<file path="src/hw/rtl/xxh32_pkg.sv">
package xxh32_pkg;

    localparam int LENGTH_BITS_DEF = 32;

    // Stream payload widths
    localparam int WORD_W    = 32;
    localparam int BCNT_W    = 3;
    localparam int S_TDATA_W = 40;
    localparam int M_TDATA_W = 32;

    localparam logic [31:0] PRIME1 = 32'h9E3779B1;
    localparam logic [31:0] PRIME2 = 32'h85EBCA77;
    localparam logic [31:0] PRIME3 = 32'hC2B2AE3D;
    localparam logic [31:0] PRIME4 = 32'h27D4EB2F;
    localparam logic [31:0] PRIME5 = 32'h165667B1;

    // Rotate and shift amounts of the hash
    localparam logic [4:0] ROT_NONE  = 5'd0;
    localparam logic [4:0] ROT_LANE  = 5'd13;
    localparam logic [4:0] ROT_WORD  = 5'd17;
    localparam logic [4:0] ROT_BYTE  = 5'd11;
    localparam logic [4:0] ROT_MRG0  = 5'd1;
    localparam logic [4:0] ROT_MRG1  = 5'd7;
    localparam logic [4:0] ROT_MRG2  = 5'd12;
    localparam logic [4:0] ROT_MRG3  = 5'd18;
    localparam logic [4:0] SHR_AV1   = 5'd15;
    localparam logic [4:0] SHR_AV2   = 5'd13;
    localparam logic [4:0] SHR_AV3   = 5'd16;

    typedef enum logic [2:0] {
        OP_MUL    = 3'd0,   // a * prime
        OP_XSMUL  = 3'd1,   // (a ^ (a >> sh_a)) * prime
        OP_XS     = 3'd2,   // a ^ (a >> sh_a)
        OP_ADDROT = 3'd3,   // rotl(a + b, sh_a)
        OP_ROTADD = 3'd4    // rotl(a, sh_a) + rotl(b, sh_b)
    } alu_op_t;

    typedef struct packed {
        alu_op_t     op;
        logic [4:0]  sh_a;
        logic [4:0]  sh_b;
        logic [31:0] prime;
    } alu_ctl_t;

    function automatic logic [31:0] rotl32(input logic [31:0] x, input logic [4:0] r);
        return (x << r) | (x >> (6'd32 - {1'b0, r}));
    endfunction

    // Lane start values for a given seed
    function automatic logic [31:0] lane_init(input logic [31:0] seed, input logic [1:0] i);
        logic [31:0] v;
        unique case (i)
            2'd0: v = seed + PRIME1 + PRIME2;
            2'd1: v = seed + PRIME2;
            2'd2: v = seed;
            2'd3: v = seed - PRIME1;
            default: v = seed;
        endcase
        return v;
    endfunction

endpackage

</file>
<file path="src/hw/rtl/xxhash32_stream_unit.sv">
// A non-final word is taken while idle; the fourth word of a stripe then runs 4 lane rounds
//   (multiply, add-rotate, multiply) through the single shared multiplier/adder unit.
// No beat is taken meanwhile. The final beat then runs those rounds if it closes a stripe,
//   start value, merge if one was absorbed, length, words, bytes, avalanche, held on stall.
// Reset (aresetn low, synchronous): seed 0, lanes loaded from seed 0, counts cleared,
//   output empty; no clearing pass, the unit is ready the cycle after reset is released.
module xxhash32_stream_unit #(
    parameter int LENGTH_BITS = xxh32_pkg::LENGTH_BITS_DEF
) (
    input  logic                           aclk,
    input  logic                           aresetn,
    input  logic                           s_tvalid,
    output logic                           s_tready,
    // [31:0] data_word, [34:32] byte_count, [39:35] zero
    input  logic [xxh32_pkg::S_TDATA_W-1:0] s_tdata,
    input  logic                           s_tlast,   // last_word
    output logic                           m_tvalid,
    input  logic                           m_tready,
    // [31:0] hash_value
    output logic [xxh32_pkg::M_TDATA_W-1:0] m_tdata,
    input  logic                           cfg_valid,
    output logic                           cfg_ready,
    input  logic [31:0]                    cfg_data   // hash_seed
);
    import xxh32_pkg::*;

    // Sequencer states
    localparam logic [4:0] ST_IDLE    = 5'd0;
    localparam logic [4:0] ST_LANE_M1 = 5'd1;
    localparam logic [4:0] ST_LANE_AR = 5'd2;
    localparam logic [4:0] ST_LANE_M2 = 5'd3;
    localparam logic [4:0] ST_FIN0    = 5'd4;
    localparam logic [4:0] ST_MRG1    = 5'd5;
    localparam logic [4:0] ST_MRG2    = 5'd6;
    localparam logic [4:0] ST_LEN     = 5'd7;
    localparam logic [4:0] ST_WRD_M1  = 5'd8;
    localparam logic [4:0] ST_WRD_AR  = 5'd9;
    localparam logic [4:0] ST_WRD_M2  = 5'd10;
    localparam logic [4:0] ST_BYT_M1  = 5'd11;
    localparam logic [4:0] ST_BYT_AR  = 5'd12;
    localparam logic [4:0] ST_BYT_M2  = 5'd13;
    localparam logic [4:0] ST_AV1     = 5'd14;
    localparam logic [4:0] ST_AV2     = 5'd15;
    localparam logic [4:0] ST_AV3     = 5'd16;

    // Control state
    logic [4:0]             state_reg, state_next;
    logic [1:0]             idx_reg, idx_next;
    logic [1:0]             nbuf_reg, nbuf_next;      // words waiting in the stripe buffer
    logic [1:0]             tail_reg, tail_next;      // trailing bytes of the final beat
    logic                   last_reg, last_next;
    logic                   long_reg, long_next;      // at least one stripe absorbed
    logic [LENGTH_BITS-1:0] len_reg, len_next;
    logic [31:0]            seed_reg, seed_next;
    logic [31:0]            lane_reg [4];
    logic [31:0]            lane_next [4];
    logic                   m_tvalid_reg, m_tvalid_next;

    // Datapath registers, no reset needed
    logic [31:0]            buf_reg [4];
    logic [31:0]            word_reg, word_next;
    logic [31:0]            prod_reg, prod_next;
    logic [31:0]            tmp_reg, tmp_next;
    logic [31:0]            h_reg, h_next;
    logic [31:0]            m_tdata_reg, m_tdata_next;
    logic                   buf_we;

    // Shared unit
    alu_ctl_t               alu_ctl;
    logic [31:0]            alu_a;
    logic [31:0]            alu_b;
    logic [31:0]            alu_y;

    // Input beat decode
    logic [31:0]            in_word;
    logic [2:0]             in_raw;
    logic [2:0]             in_bc;
    logic                   in_full;
    logic [31:0]            len32;

    assign in_word = s_tdata[31:0];
    assign in_raw  = s_tdata[34:32];
    // Clamp oversized byte counts to a full word
    assign in_bc   = (in_raw > 3'd4) ? 3'd4 : in_raw;
    assign in_full = (in_bc == 3'd4);
    assign len32   = 32'(len_reg);

    assign s_tready  = (state_reg == ST_IDLE);
    assign cfg_ready = (state_reg == ST_IDLE);
    assign m_tvalid  = m_tvalid_reg;
    assign m_tdata   = m_tdata_reg;

    xxh32_alu u_alu (
        .ctl (alu_ctl),
        .a   (alu_a),
        .b   (alu_b),
        .y   (alu_y)
    );

    always_comb begin
        state_next    = state_reg;
        idx_next      = idx_reg;
        nbuf_next     = nbuf_reg;
        tail_next     = tail_reg;
        last_next     = last_reg;
        long_next     = long_reg;
        len_next      = len_reg;
        seed_next     = seed_reg;
        for (int i = 0; i < 4; i++) begin
            lane_next[i] = lane_reg[i];
        end
        word_next     = word_reg;
        prod_next     = prod_reg;
        tmp_next      = tmp_reg;
        h_next        = h_reg;
        m_tdata_next  = m_tdata_reg;
        m_tvalid_next = m_tvalid_reg && !m_tready;
        buf_we        = 1'b0;

        alu_ctl = '{op: OP_ROTADD, sh_a: ROT_NONE, sh_b: ROT_NONE, prime: PRIME1};
        alu_a   = h_reg;
        alu_b   = prod_reg;

        unique case (state_reg)
            ST_IDLE: begin
                // Seed write: reload lanes unless a stripe already touched them
                if (cfg_valid) begin
                    seed_next = cfg_data;
                    if (!long_reg) begin
                        for (int i = 0; i < 4; i++) begin
                            lane_next[i] = lane_init(cfg_data, 2'(i));
                        end
                    end
                end
                // Drop short non-final beats; take everything else
                if (s_tvalid && (s_tlast || in_full)) begin
                    len_next  = len_reg + {{(LENGTH_BITS-3){1'b0}}, in_bc};
                    word_next = in_word;
                    tail_next = in_full ? 2'd0 : in_bc[1:0];
                    last_next = s_tlast;
                    if (in_full) begin
                        buf_we = 1'b1;
                        if (nbuf_reg == 2'd3) begin
                            nbuf_next  = 2'd0;
                            long_next  = 1'b1;
                            idx_next   = 2'd0;
                            state_next = ST_LANE_M1;
                        end else begin
                            nbuf_next = nbuf_reg + 2'd1;
                            if (s_tlast) begin
                                state_next = ST_FIN0;
                            end
                        end
                    end else begin
                        state_next = ST_FIN0;
                    end
                end
            end

            // Lane round: acc = rotl(acc + w*P2, 13) * P1
            ST_LANE_M1: begin
                alu_ctl    = '{op: OP_MUL, sh_a: ROT_NONE, sh_b: ROT_NONE, prime: PRIME2};
                alu_a      = buf_reg[idx_reg];
                prod_next  = alu_y;
                state_next = ST_LANE_AR;
            end
            ST_LANE_AR: begin
                alu_ctl    = '{op: OP_ADDROT, sh_a: ROT_LANE, sh_b: ROT_NONE, prime: PRIME1};
                alu_a      = lane_reg[idx_reg];
                alu_b      = prod_reg;
                tmp_next   = alu_y;
                state_next = ST_LANE_M2;
            end
            ST_LANE_M2: begin
                alu_ctl            = '{op: OP_MUL, sh_a: ROT_NONE, sh_b: ROT_NONE,
                                       prime: PRIME1};
                alu_a              = tmp_reg;
                lane_next[idx_reg] = alu_y;
                idx_next           = idx_reg + 2'd1;
                if (idx_reg == 2'd3) begin
                    state_next = last_reg ? ST_FIN0 : ST_IDLE;
                end else begin
                    state_next = ST_LANE_M1;
                end
            end

            // Start value: merged lanes, or seed + P5 for a short message
            ST_FIN0: begin
                if (long_reg) begin
                    alu_ctl    = '{op: OP_ROTADD, sh_a: ROT_MRG0, sh_b: ROT_MRG1,
                                   prime: PRIME1};
                    alu_a      = lane_reg[0];
                    alu_b      = lane_reg[1];
                    state_next = ST_MRG1;
                end else begin
                    alu_a      = seed_reg;
                    alu_b      = PRIME5;
                    state_next = ST_LEN;
                end
                h_next = alu_y;
            end
            ST_MRG1: begin
                alu_ctl    = '{op: OP_ROTADD, sh_a: ROT_MRG2, sh_b: ROT_MRG3, prime: PRIME1};
                alu_a      = lane_reg[2];
                alu_b      = lane_reg[3];
                tmp_next   = alu_y;
                state_next = ST_MRG2;
            end
            ST_MRG2: begin
                alu_a      = h_reg;
                alu_b      = tmp_reg;
                h_next     = alu_y;
                state_next = ST_LEN;
            end
            ST_LEN: begin
                alu_a    = h_reg;
                alu_b    = len32;
                h_next   = alu_y;
                idx_next = 2'd0;
                if (nbuf_reg != 2'd0) begin
                    state_next = ST_WRD_M1;
                end else if (tail_reg != 2'd0) begin
                    state_next = ST_BYT_M1;
                end else begin
                    state_next = ST_AV1;
                end
            end

            // Word tail: h = rotl(h + w*P3, 17) * P4
            ST_WRD_M1: begin
                alu_ctl    = '{op: OP_MUL, sh_a: ROT_NONE, sh_b: ROT_NONE, prime: PRIME3};
                alu_a      = buf_reg[idx_reg];
                prod_next  = alu_y;
                state_next = ST_WRD_AR;
            end
            ST_WRD_AR: begin
                alu_ctl    = '{op: OP_ADDROT, sh_a: ROT_WORD, sh_b: ROT_NONE, prime: PRIME1};
                alu_a      = h_reg;
                alu_b      = prod_reg;
                tmp_next   = alu_y;
                state_next = ST_WRD_M2;
            end
            ST_WRD_M2: begin
                alu_ctl  = '{op: OP_MUL, sh_a: ROT_NONE, sh_b: ROT_NONE, prime: PRIME4};
                alu_a    = tmp_reg;
                h_next   = alu_y;
                idx_next = idx_reg + 2'd1;
                if (idx_reg == nbuf_reg - 2'd1) begin
                    idx_next   = 2'd0;
                    state_next = (tail_reg != 2'd0) ? ST_BYT_M1 : ST_AV1;
                end else begin
                    state_next = ST_WRD_M1;
                end
            end

            // Byte tail: h = rotl(h + b*P5, 11) * P1
            ST_BYT_M1: begin
                alu_ctl    = '{op: OP_MUL, sh_a: ROT_NONE, sh_b: ROT_NONE, prime: PRIME5};
                alu_a      = {24'd0, word_reg[8*idx_reg +: 8]};
                prod_next  = alu_y;
                state_next = ST_BYT_AR;
            end
            ST_BYT_AR: begin
                alu_ctl    = '{op: OP_ADDROT, sh_a: ROT_BYTE, sh_b: ROT_NONE, prime: PRIME1};
                alu_a      = h_reg;
                alu_b      = prod_reg;
                tmp_next   = alu_y;
                state_next = ST_BYT_M2;
            end
            ST_BYT_M2: begin
                alu_ctl  = '{op: OP_MUL, sh_a: ROT_NONE, sh_b: ROT_NONE, prime: PRIME1};
                alu_a    = tmp_reg;
                h_next   = alu_y;
                idx_next = idx_reg + 2'd1;
                if (idx_reg == tail_reg - 2'd1) begin
                    state_next = ST_AV1;
                end else begin
                    state_next = ST_BYT_M1;
                end
            end

            // Avalanche
            ST_AV1: begin
                alu_ctl    = '{op: OP_XSMUL, sh_a: SHR_AV1, sh_b: ROT_NONE, prime: PRIME2};
                alu_a      = h_reg;
                h_next     = alu_y;
                state_next = ST_AV2;
            end
            ST_AV2: begin
                alu_ctl    = '{op: OP_XSMUL, sh_a: SHR_AV2, sh_b: ROT_NONE, prime: PRIME3};
                alu_a      = h_reg;
                h_next     = alu_y;
                state_next = ST_AV3;
            end
            ST_AV3: begin
                alu_ctl = '{op: OP_XS, sh_a: SHR_AV3, sh_b: ROT_NONE, prime: PRIME1};
                alu_a   = h_reg;
                // Hold here until the output register is free
                if (!m_tvalid_reg || m_tready) begin
                    m_tdata_next  = alu_y;
                    m_tvalid_next = 1'b1;
                    for (int i = 0; i < 4; i++) begin
                        lane_next[i] = lane_init(seed_reg, 2'(i));
                    end
                    nbuf_next  = 2'd0;
                    len_next   = '0;
                    long_next  = 1'b0;
                    idx_next   = 2'd0;
                    state_next = ST_IDLE;
                end
            end

            default: begin
                state_next = ST_IDLE;
            end
        endcase
    end

    always_ff @(posedge aclk) begin
        if (!aresetn) begin
            state_reg    <= ST_IDLE;
            idx_reg      <= 2'd0;
            nbuf_reg     <= 2'd0;
            tail_reg     <= 2'd0;
            last_reg     <= 1'b0;
            long_reg     <= 1'b0;
            len_reg      <= '0;
            seed_reg     <= '0;
            for (int i = 0; i < 4; i++) begin
                lane_reg[i] <= lane_init(32'd0, 2'(i));
            end
            m_tvalid_reg <= 1'b0;
        end else begin
            state_reg    <= state_next;
            idx_reg      <= idx_next;
            nbuf_reg     <= nbuf_next;
            tail_reg     <= tail_next;
            last_reg     <= last_next;
            long_reg     <= long_next;
            len_reg      <= len_next;
            seed_reg     <= seed_next;
            for (int i = 0; i < 4; i++) begin
                lane_reg[i] <= lane_next[i];
            end
            m_tvalid_reg <= m_tvalid_next;
        end
    end

    always_ff @(posedge aclk) begin
        if (buf_we) begin
            buf_reg[nbuf_reg] <= in_word;
        end
        word_reg    <= word_next;
        prod_reg    <= prod_next;
        tmp_reg     <= tmp_next;
        h_reg       <= h_next;
        m_tdata_reg <= m_tdata_next;
    end

endmodule

</file>
<file path="src/hw/rtl/xxh32_alu.sv">
module xxh32_alu (
    input  xxh32_pkg::alu_ctl_t ctl,
    input  logic [31:0]         a,
    input  logic [31:0]         b,
    output logic [31:0]         y
);
    import xxh32_pkg::*;

    logic [31:0] xs;
    logic [31:0] mul_in;
    logic [31:0] mul_lo;

    // One 32x32 multiplier, low half only
    assign xs     = a ^ (a >> ctl.sh_a);
    assign mul_in = (ctl.op == OP_XSMUL) ? xs : a;
    assign mul_lo = mul_in * ctl.prime;

    always_comb begin
        unique case (ctl.op)
            OP_MUL:    y = mul_lo;
            OP_XSMUL:  y = mul_lo;
            OP_XS:     y = xs;
            OP_ADDROT: y = rotl32(a + b, ctl.sh_a);
            OP_ROTADD: y = rotl32(a, ctl.sh_a) + rotl32(b, ctl.sh_b);
            default:   y = '0;
        endcase
    end

endmodule

</file>
<file path="config.mk">
export PLATFORM = sky130hd
export DESIGN_NAME = xxhash32_stream_unit
export DESIGN_NICKNAME = d
export VERILOG_FILES = /design/src/hw/rtl/xxh32_pkg.sv /design/src/hw/rtl/xxhash32_stream_unit.sv /design/src/hw/rtl/xxh32_alu.sv
export SDC_FILE = /design/constraint.sdc
export NUM_CORES = 2
export LEC_CHECK = 0
export ABC_AREA = 1
export BUFFER_PORTS_ARGS = -buffer_cell sky130_fd_sc_hd__buf_2
export CORE_UTILIZATION = 59
export DETAILED_ROUTE_END_ITERATION = 12
export GPL_TIMING_DRIVEN = 0
export PLACE_DENSITY = 0.77
export SLEW_MARGIN = 25
export SYNTH_ARGS = -nofsm -noshare
export SYNTH_HDL_FRONTEND = slang
export SYNTH_SLANG_ARGS = --single-unit
</file>
<file path="constraint.sdc">
create_clock -name aclk -period 10.03 [get_ports aclk]
set_input_delay 3.009 -clock aclk [delete_from_list [all_inputs] [get_ports aclk]]
set_output_delay 3.009 -clock aclk [all_outputs]
set_load 0.005 [all_outputs]
</file>
==> impl_results.md, run 1 <==
- Status: aborted with a tool error
- Placed cells: slightly above 9000
- Adder-cell share of the synthesized area: 19.5%
- Yosys reg bits: 496
- H-tree lvl count: 2
- Async S/R FF share, synth: 0%
- Largest family of logic cells by synthesized area: simple AND/OR/NAND/NOR gates
- Die width: about 300 um
- Error msg: [ERROR GRT-0232] Routing congestion too high. Check the congestion heatmap in the GUI.
- Gate Count Post-Synth: between 7000 and 8000
- Synth area leader: edfxtp_1
- Post-DP HPWL: between 200 and 250 mm
- Synth Net Count: 8634
- Top-area cell type share of the netlist area: 15.8%
- CTS max path bufs: 3
- Placer Congestion: 1.25
- DP Area: 57000 um^2
- Synth Area in XOR/XNOR: 1.73%
- Stop stage: global routing
- Mux share of post-synthesis cell area: 0.311%
- Most used DFF post-synth: edfxtp_1
- Complex-gate fraction of the synthesized area: 18.2%
- CTS Buf Count: 46
- Ranking of synthesized cells by area: edfxtp_1 (16%), fa_1 (15%), nand2_1 (13%)
- Die Y: 306 um
- Clk sink count: 496
- Root buf cell: clkbuf_16
- Synth Area in Simple Gates: 25.5%
- Initial Util: 59.6%
- Number of synthesized flops with an enable pin: 288
- Total gr overflow: 130
- Mapped cell area: 54700 um^2
- Yosys cell types: 69
- Pin count of the biggest net entering global routing: 33
- Avg Inst Size Synth: 6.88 um^2
- Port Buffer Count: 106
- Yosys Warn Count: 0
- Global Route Usage Sum: 74.5%
- Top-Level Pins: 113
- Seq/Total Area, Yosys: 23.4%
- Rows: 111
[per-stage QoR]
step / util [%] / setup TNS, ns / setup WS [ns] / hold WS (ns)
2_1_floorplan: - / 0 / 0.0371 / 0.433
3_3_place_gp: 61.8 / -659.49 / -4.65 / 0.445
3_5_place_dp: 62.2 / -451.32 / -3.28 / 0.455
4_1_cts: 67.7 / -0.00244 / -0.00244 / 0.467
[Yosys cell counts, types with 12 or more instances]
library cell,n
inv_1,1164
o22ai_1,43
nand3_2,32
o21ai_0,755
a21o_1,12
nand2_1,1860
a21oi_1,619
fa_1,398
buf_1,62
nor2_2,13
nor2_1,712
a31oi_1,62
xor2_1,80
nand2_2,34
o21a_1,16
nor3_1,71
o21ai_1,17
dfxtp_1,208
a221oi_1,15
inv_2,26
o221ai_1,19
o2111ai_1,20
a22oi_1,12
nand3_1,468
mux2i_1,17
o211ai_1,69
edfxtp_1,288
ha_1,217
or2_1,18
buf_2,57
o21bai_1,23
nand4_1,53
a211oi_1,22
xnor2_1,28
clkinv_1,14
or2_2,31
clkbuf_1,249
[logic make-up after synthesis]
family | after synthesis
flip-flops | 496
adder cells (fa/ha/maj) | 615
AO/OA/AOI/OAI | 1782
buffers and inverters | 1595
multiplexers | 17
AND/OR/NAND/NOR | 3328
XOR/XNOR | 108
[per-layer routing]
| metal | global-route usage, % | overflow |
|---|---|---|
| met3 | 58.9 | 2 |
| met1 | 75.2 | 3 |
| met5 | 30.6 | 1 |
| met2 | 90.7 | 68 |
| met4 | 73.1 | 56 |
[timing repair]
action,CTS
setup endpoints to repair,217
resized for setup,658
pin swaps,81
cloned,2
setup buffers,126
hold buffers,0
==> inputs of run 2 (changes only) <==
--- a/config.mk
+++ b/config.mk
@@ -7,10 +7,10 @@
 export LEC_CHECK = 0
 export ABC_AREA = 1
 export BUFFER_PORTS_ARGS = -buffer_cell sky130_fd_sc_hd__buf_2
-export CORE_UTILIZATION = 59
+export CORE_UTILIZATION = 40
 export DETAILED_ROUTE_END_ITERATION = 12
 export GPL_TIMING_DRIVEN = 0
-export PLACE_DENSITY = 0.77
+export PLACE_DENSITY_LB_ADDON = 0.15
 export SLEW_MARGIN = 25
 export SYNTH_ARGS = -nofsm -noshare
 export SYNTH_HDL_FRONTEND = slang
==> constraint.sdc (replaced) <==
create_clock -name aclk -period 13 [get_ports aclk]
set_input_delay 3.9 -clock aclk [delete_from_list [all_inputs] [get_ports aclk]]
set_output_delay 3.9 -clock aclk [all_outputs]
set_load 0.005 [all_outputs]
==> impl_results.md, run 2 <==
- Status: finished with violations
- Failing checks: setup timing
- Endpoint class of the critical path: register
- Yosys Warn Count: 0 (unchanged)
- Gate Count Post-Synth: 7941 (unchanged)
- Crit path DAT: between 10 and 15 ns
- Top-Level Pins: 113 (unchanged)
- CTS Buf Count: 52 (+13%)
- Ranking of synthesized cells by area: edfxtp_1 (16%), fa_1 (15%), nand2_1 (13%)
- Seq/Total Area, Yosys: 23.4% (unchanged)
- Initial Util: 40.3% (-19 points)
- Setup CP Type: register to register
- Area delta synth->final: 9.97%
- Highest metal used: met5
- Worst Path Required: 13.58 ns
- Pre-CTS setup slack: -1.10 ns (+2.17 ns)
- Layout cells sized above 1: 6.73%
- Most frequent cells in the layout: nand2_1 (1845), inv_1 (1162), o21ai_0 (744)
- Total number of vias: roughly 62000
- Hold depth: 2
- Die width: 372 um (+21%)
- Fin crit share: 101%
- CTS max path bufs: 3 (unchanged)
- Top-area cell type share of the netlist area: 15.8% (unchanged)
- Die Y: 372 um (+21%)
- Via density: 6.20
- Crit path max-delay cell type: fa_1
- First-pass GRT wire length: roughly 450 mm
- Fill cells: 14400
- Number of global-route vias before repair: ~57000
- Slew Limit Fails: 0
- Area of the multi-input gates: 35900 um^2
- Placer Congestion: 1.11 (-11%)
- DRT iter0 DRCs: 9880
- CTS tree: built
- Most instantiated cells after synthesis: nand2_1 (1860), inv_1 (1164), o21ai_0 (755)
- R2R depth: 51
- Met3 wire len: 38.3 mm
- Avg Inst Size Synth: 6.88 um^2 (unchanged)
- Final antenna-violating net count: 0
- Pin count of the biggest net entering global routing: 27
- Clk Latency, worst-skew pair: 0.71 ns
- Reg-to-reg slack, setup: -0.07 ns
- Global Route Usage Sum: 47.1%
- Hold crit path type: register to register
- Clk sink count: 496 (unchanged)
- Yosys reg bits: 496 (unchanged)
- Sum Neg Setup Slack: -0.0844 ns
- Mapped cell area: 54700 um^2 (unchanged)
- Unrepaired setup endpoints after global routing: yes
- R2r endpoint: lane_reg[1][24]$_SDFFE_PN1P_
- Synth Net Count: 8634 (unchanged)
- Wire per inst: 33.3 um
- Minimum clock period: 13.07 ns
- Synth area leader: edfxtp_1
- Root buf cell: clkbuf_16
- Most common cell after layout, fill and taps aside: nand2_1
- Count leader, synth: nand2_1
- Actual slew at the worst max-slew pin: 1.28 ns
- Die footprint: approximately 140000 um^2
- DRC Markers: 0
- Async S/R FF share, synth: 0% (unchanged)
- Most used cell, CP: nand2_1
- Rows: 135 (+22%)
- FF+latch area: 12800 um^2
- Final worst-path setup slack: -0.0708 ns
- Initial antenna violation count: 38
- Total gr overflow: 0
- Fmax: roughly 77 MHz
- Slew headroom: 14.7%
- Number of synthesized flops with an enable pin: 288 (unchanged)
- Setup violators final: 2
- Post-DP HPWL: 269 mm (+18%)
- Worst-path clk slew: 0.07 ns
- Clock Skews: 0.0413 ns
- Yosys cell types: 69 (unchanged)
- # nets final: 8823
- Max-cap violations: 0
- Port Buffer Count: 106 (unchanged)
- H-tree lvl count: 2 (unchanged)
- Final hold violation count: 0
- CP Launch Type: register
- Hold_sp: lane_reg[3][30]$_SDFFE_PN1P_
- Pre-Repair DR Iteration Count: 7
- Most used DFF post-synth: edfxtp_1
- WL met2: around 140 mm
- M1 WL: approximately 120 mm
- Crit path largest cell delay: 0.57 ns
- Critical path peak fanout: 10
- Routed wire length: 333 mm
- Worst Hold End: lane_reg[3][30]$_SDFFE_PN1P_
- Core Box Area: 135000 um^2
-- run 2: area by class of cell --
cell class	count	area share, %
timing repair buffer	136	1.61
antenna	32	0.133
tap	1781	3.71
inverter	1206	7.56
buffer	388	2.86
multi-input combinational	5850	59.8
clock inverter	35	0.801
sequential	496	21.3
clock buffer	60	2.25
-- run 2: cells by family (layout without fill, tap and decap cells) --
family / Yosys count / in the layout / synth area share [%]
flip-flops: 496 / 496 / 23.4
adder cells (fa/ha/maj): 615 / 615 / 19.5
XOR/XNOR: 108 / 108 / 1.73
AO/OA/AOI/OAI: 1782 / 1782 / 18.2
multiplexers: 17 / 17 / 0.311
other: 0 / 32 / 0
buffers and inverters: 1595 / 1825 / 11.3
AND/OR/NAND/NOR: 3328 / 3328 / 25.5
-- run 2: critical path: cells and delay by family, from the launching register on --
kind	cells	cell delay, ns
DFF	1	0.36
buffers and inverters	8	1.70
and+or+nand+nor	24	4.28
AOI/OAI and AO/OA	10	2.55
adders and majority gates	9	3.98
-- run 2: repair_timing --
action,in CTS,in global routing
buffers inserted,4,10
endpoints found under the hold margin,0,0
hold buffers,0,0
gates resized for setup,28,64
pin swaps,0,3
endpoints found under the setup margin,99,116
-- run 2: routing by layer --
layer	vias up	GRT usage (%)
li1	26300	-
met3	1271	12.1
met5	-	0.699
met2	4766	69.4
met4	19	39.1
met1	29500	57.7
-- run 2: worst max path at each step --
stage | startpoint | endpoint | slack (ns) | cells past startpoint
final | register | lane_reg[1][24]$_SDFFE_PN1P_ | -0.07 | 51
after global placement | state_reg[1]$_SDFFE_PN0P_ | lane_reg[2][22]$_SDFFE_PN0P_ | -2.70 | 47
after global routing | register | lane_reg[1][24]$_SDFFE_PN1P_ | -0.16 | 52
after detailed placement | state_reg[0]$_SDFFE_PN0P_ | lane_reg[2][22]$_SDFFE_PN0P_ | -1.10 | 45
after floorplan | state_reg[1]$_SDFFE_PN0P_ | lane_reg[1][24]$_SDFFE_PN1P_ | 3.01 | 56
after CTS | state_reg[1]$_SDFFE_PN0P_ | lane_reg[1][24]$_SDFFE_PN1P_ | 0.002 | 46
-- run 2: stage by stage --
| stage | area (um^2) | utilization (%) | cells | hold WS, ns |
|---|---|---|---|---|
| after CTS | 59800 | 44.1 | 9942 | 0.470 |
| after global placement | 57400 | 42.4 | 9828 | 0.449 |
| after detailed placement | 57800 | 42.7 | 9843 | 0.451 |
| after floorplan | 54700 | - | 7941 | 0.433 |
| after global routing | 60100 | 44.3 | 9965 | 0.492 |
| final | 60100 | 44.4 | 9984 | 0.473 |
Power of run 2 is left out: the tool's default activity adds up to more than one toggle a clock period on the data nets, which glitch-free logic cannot reach.
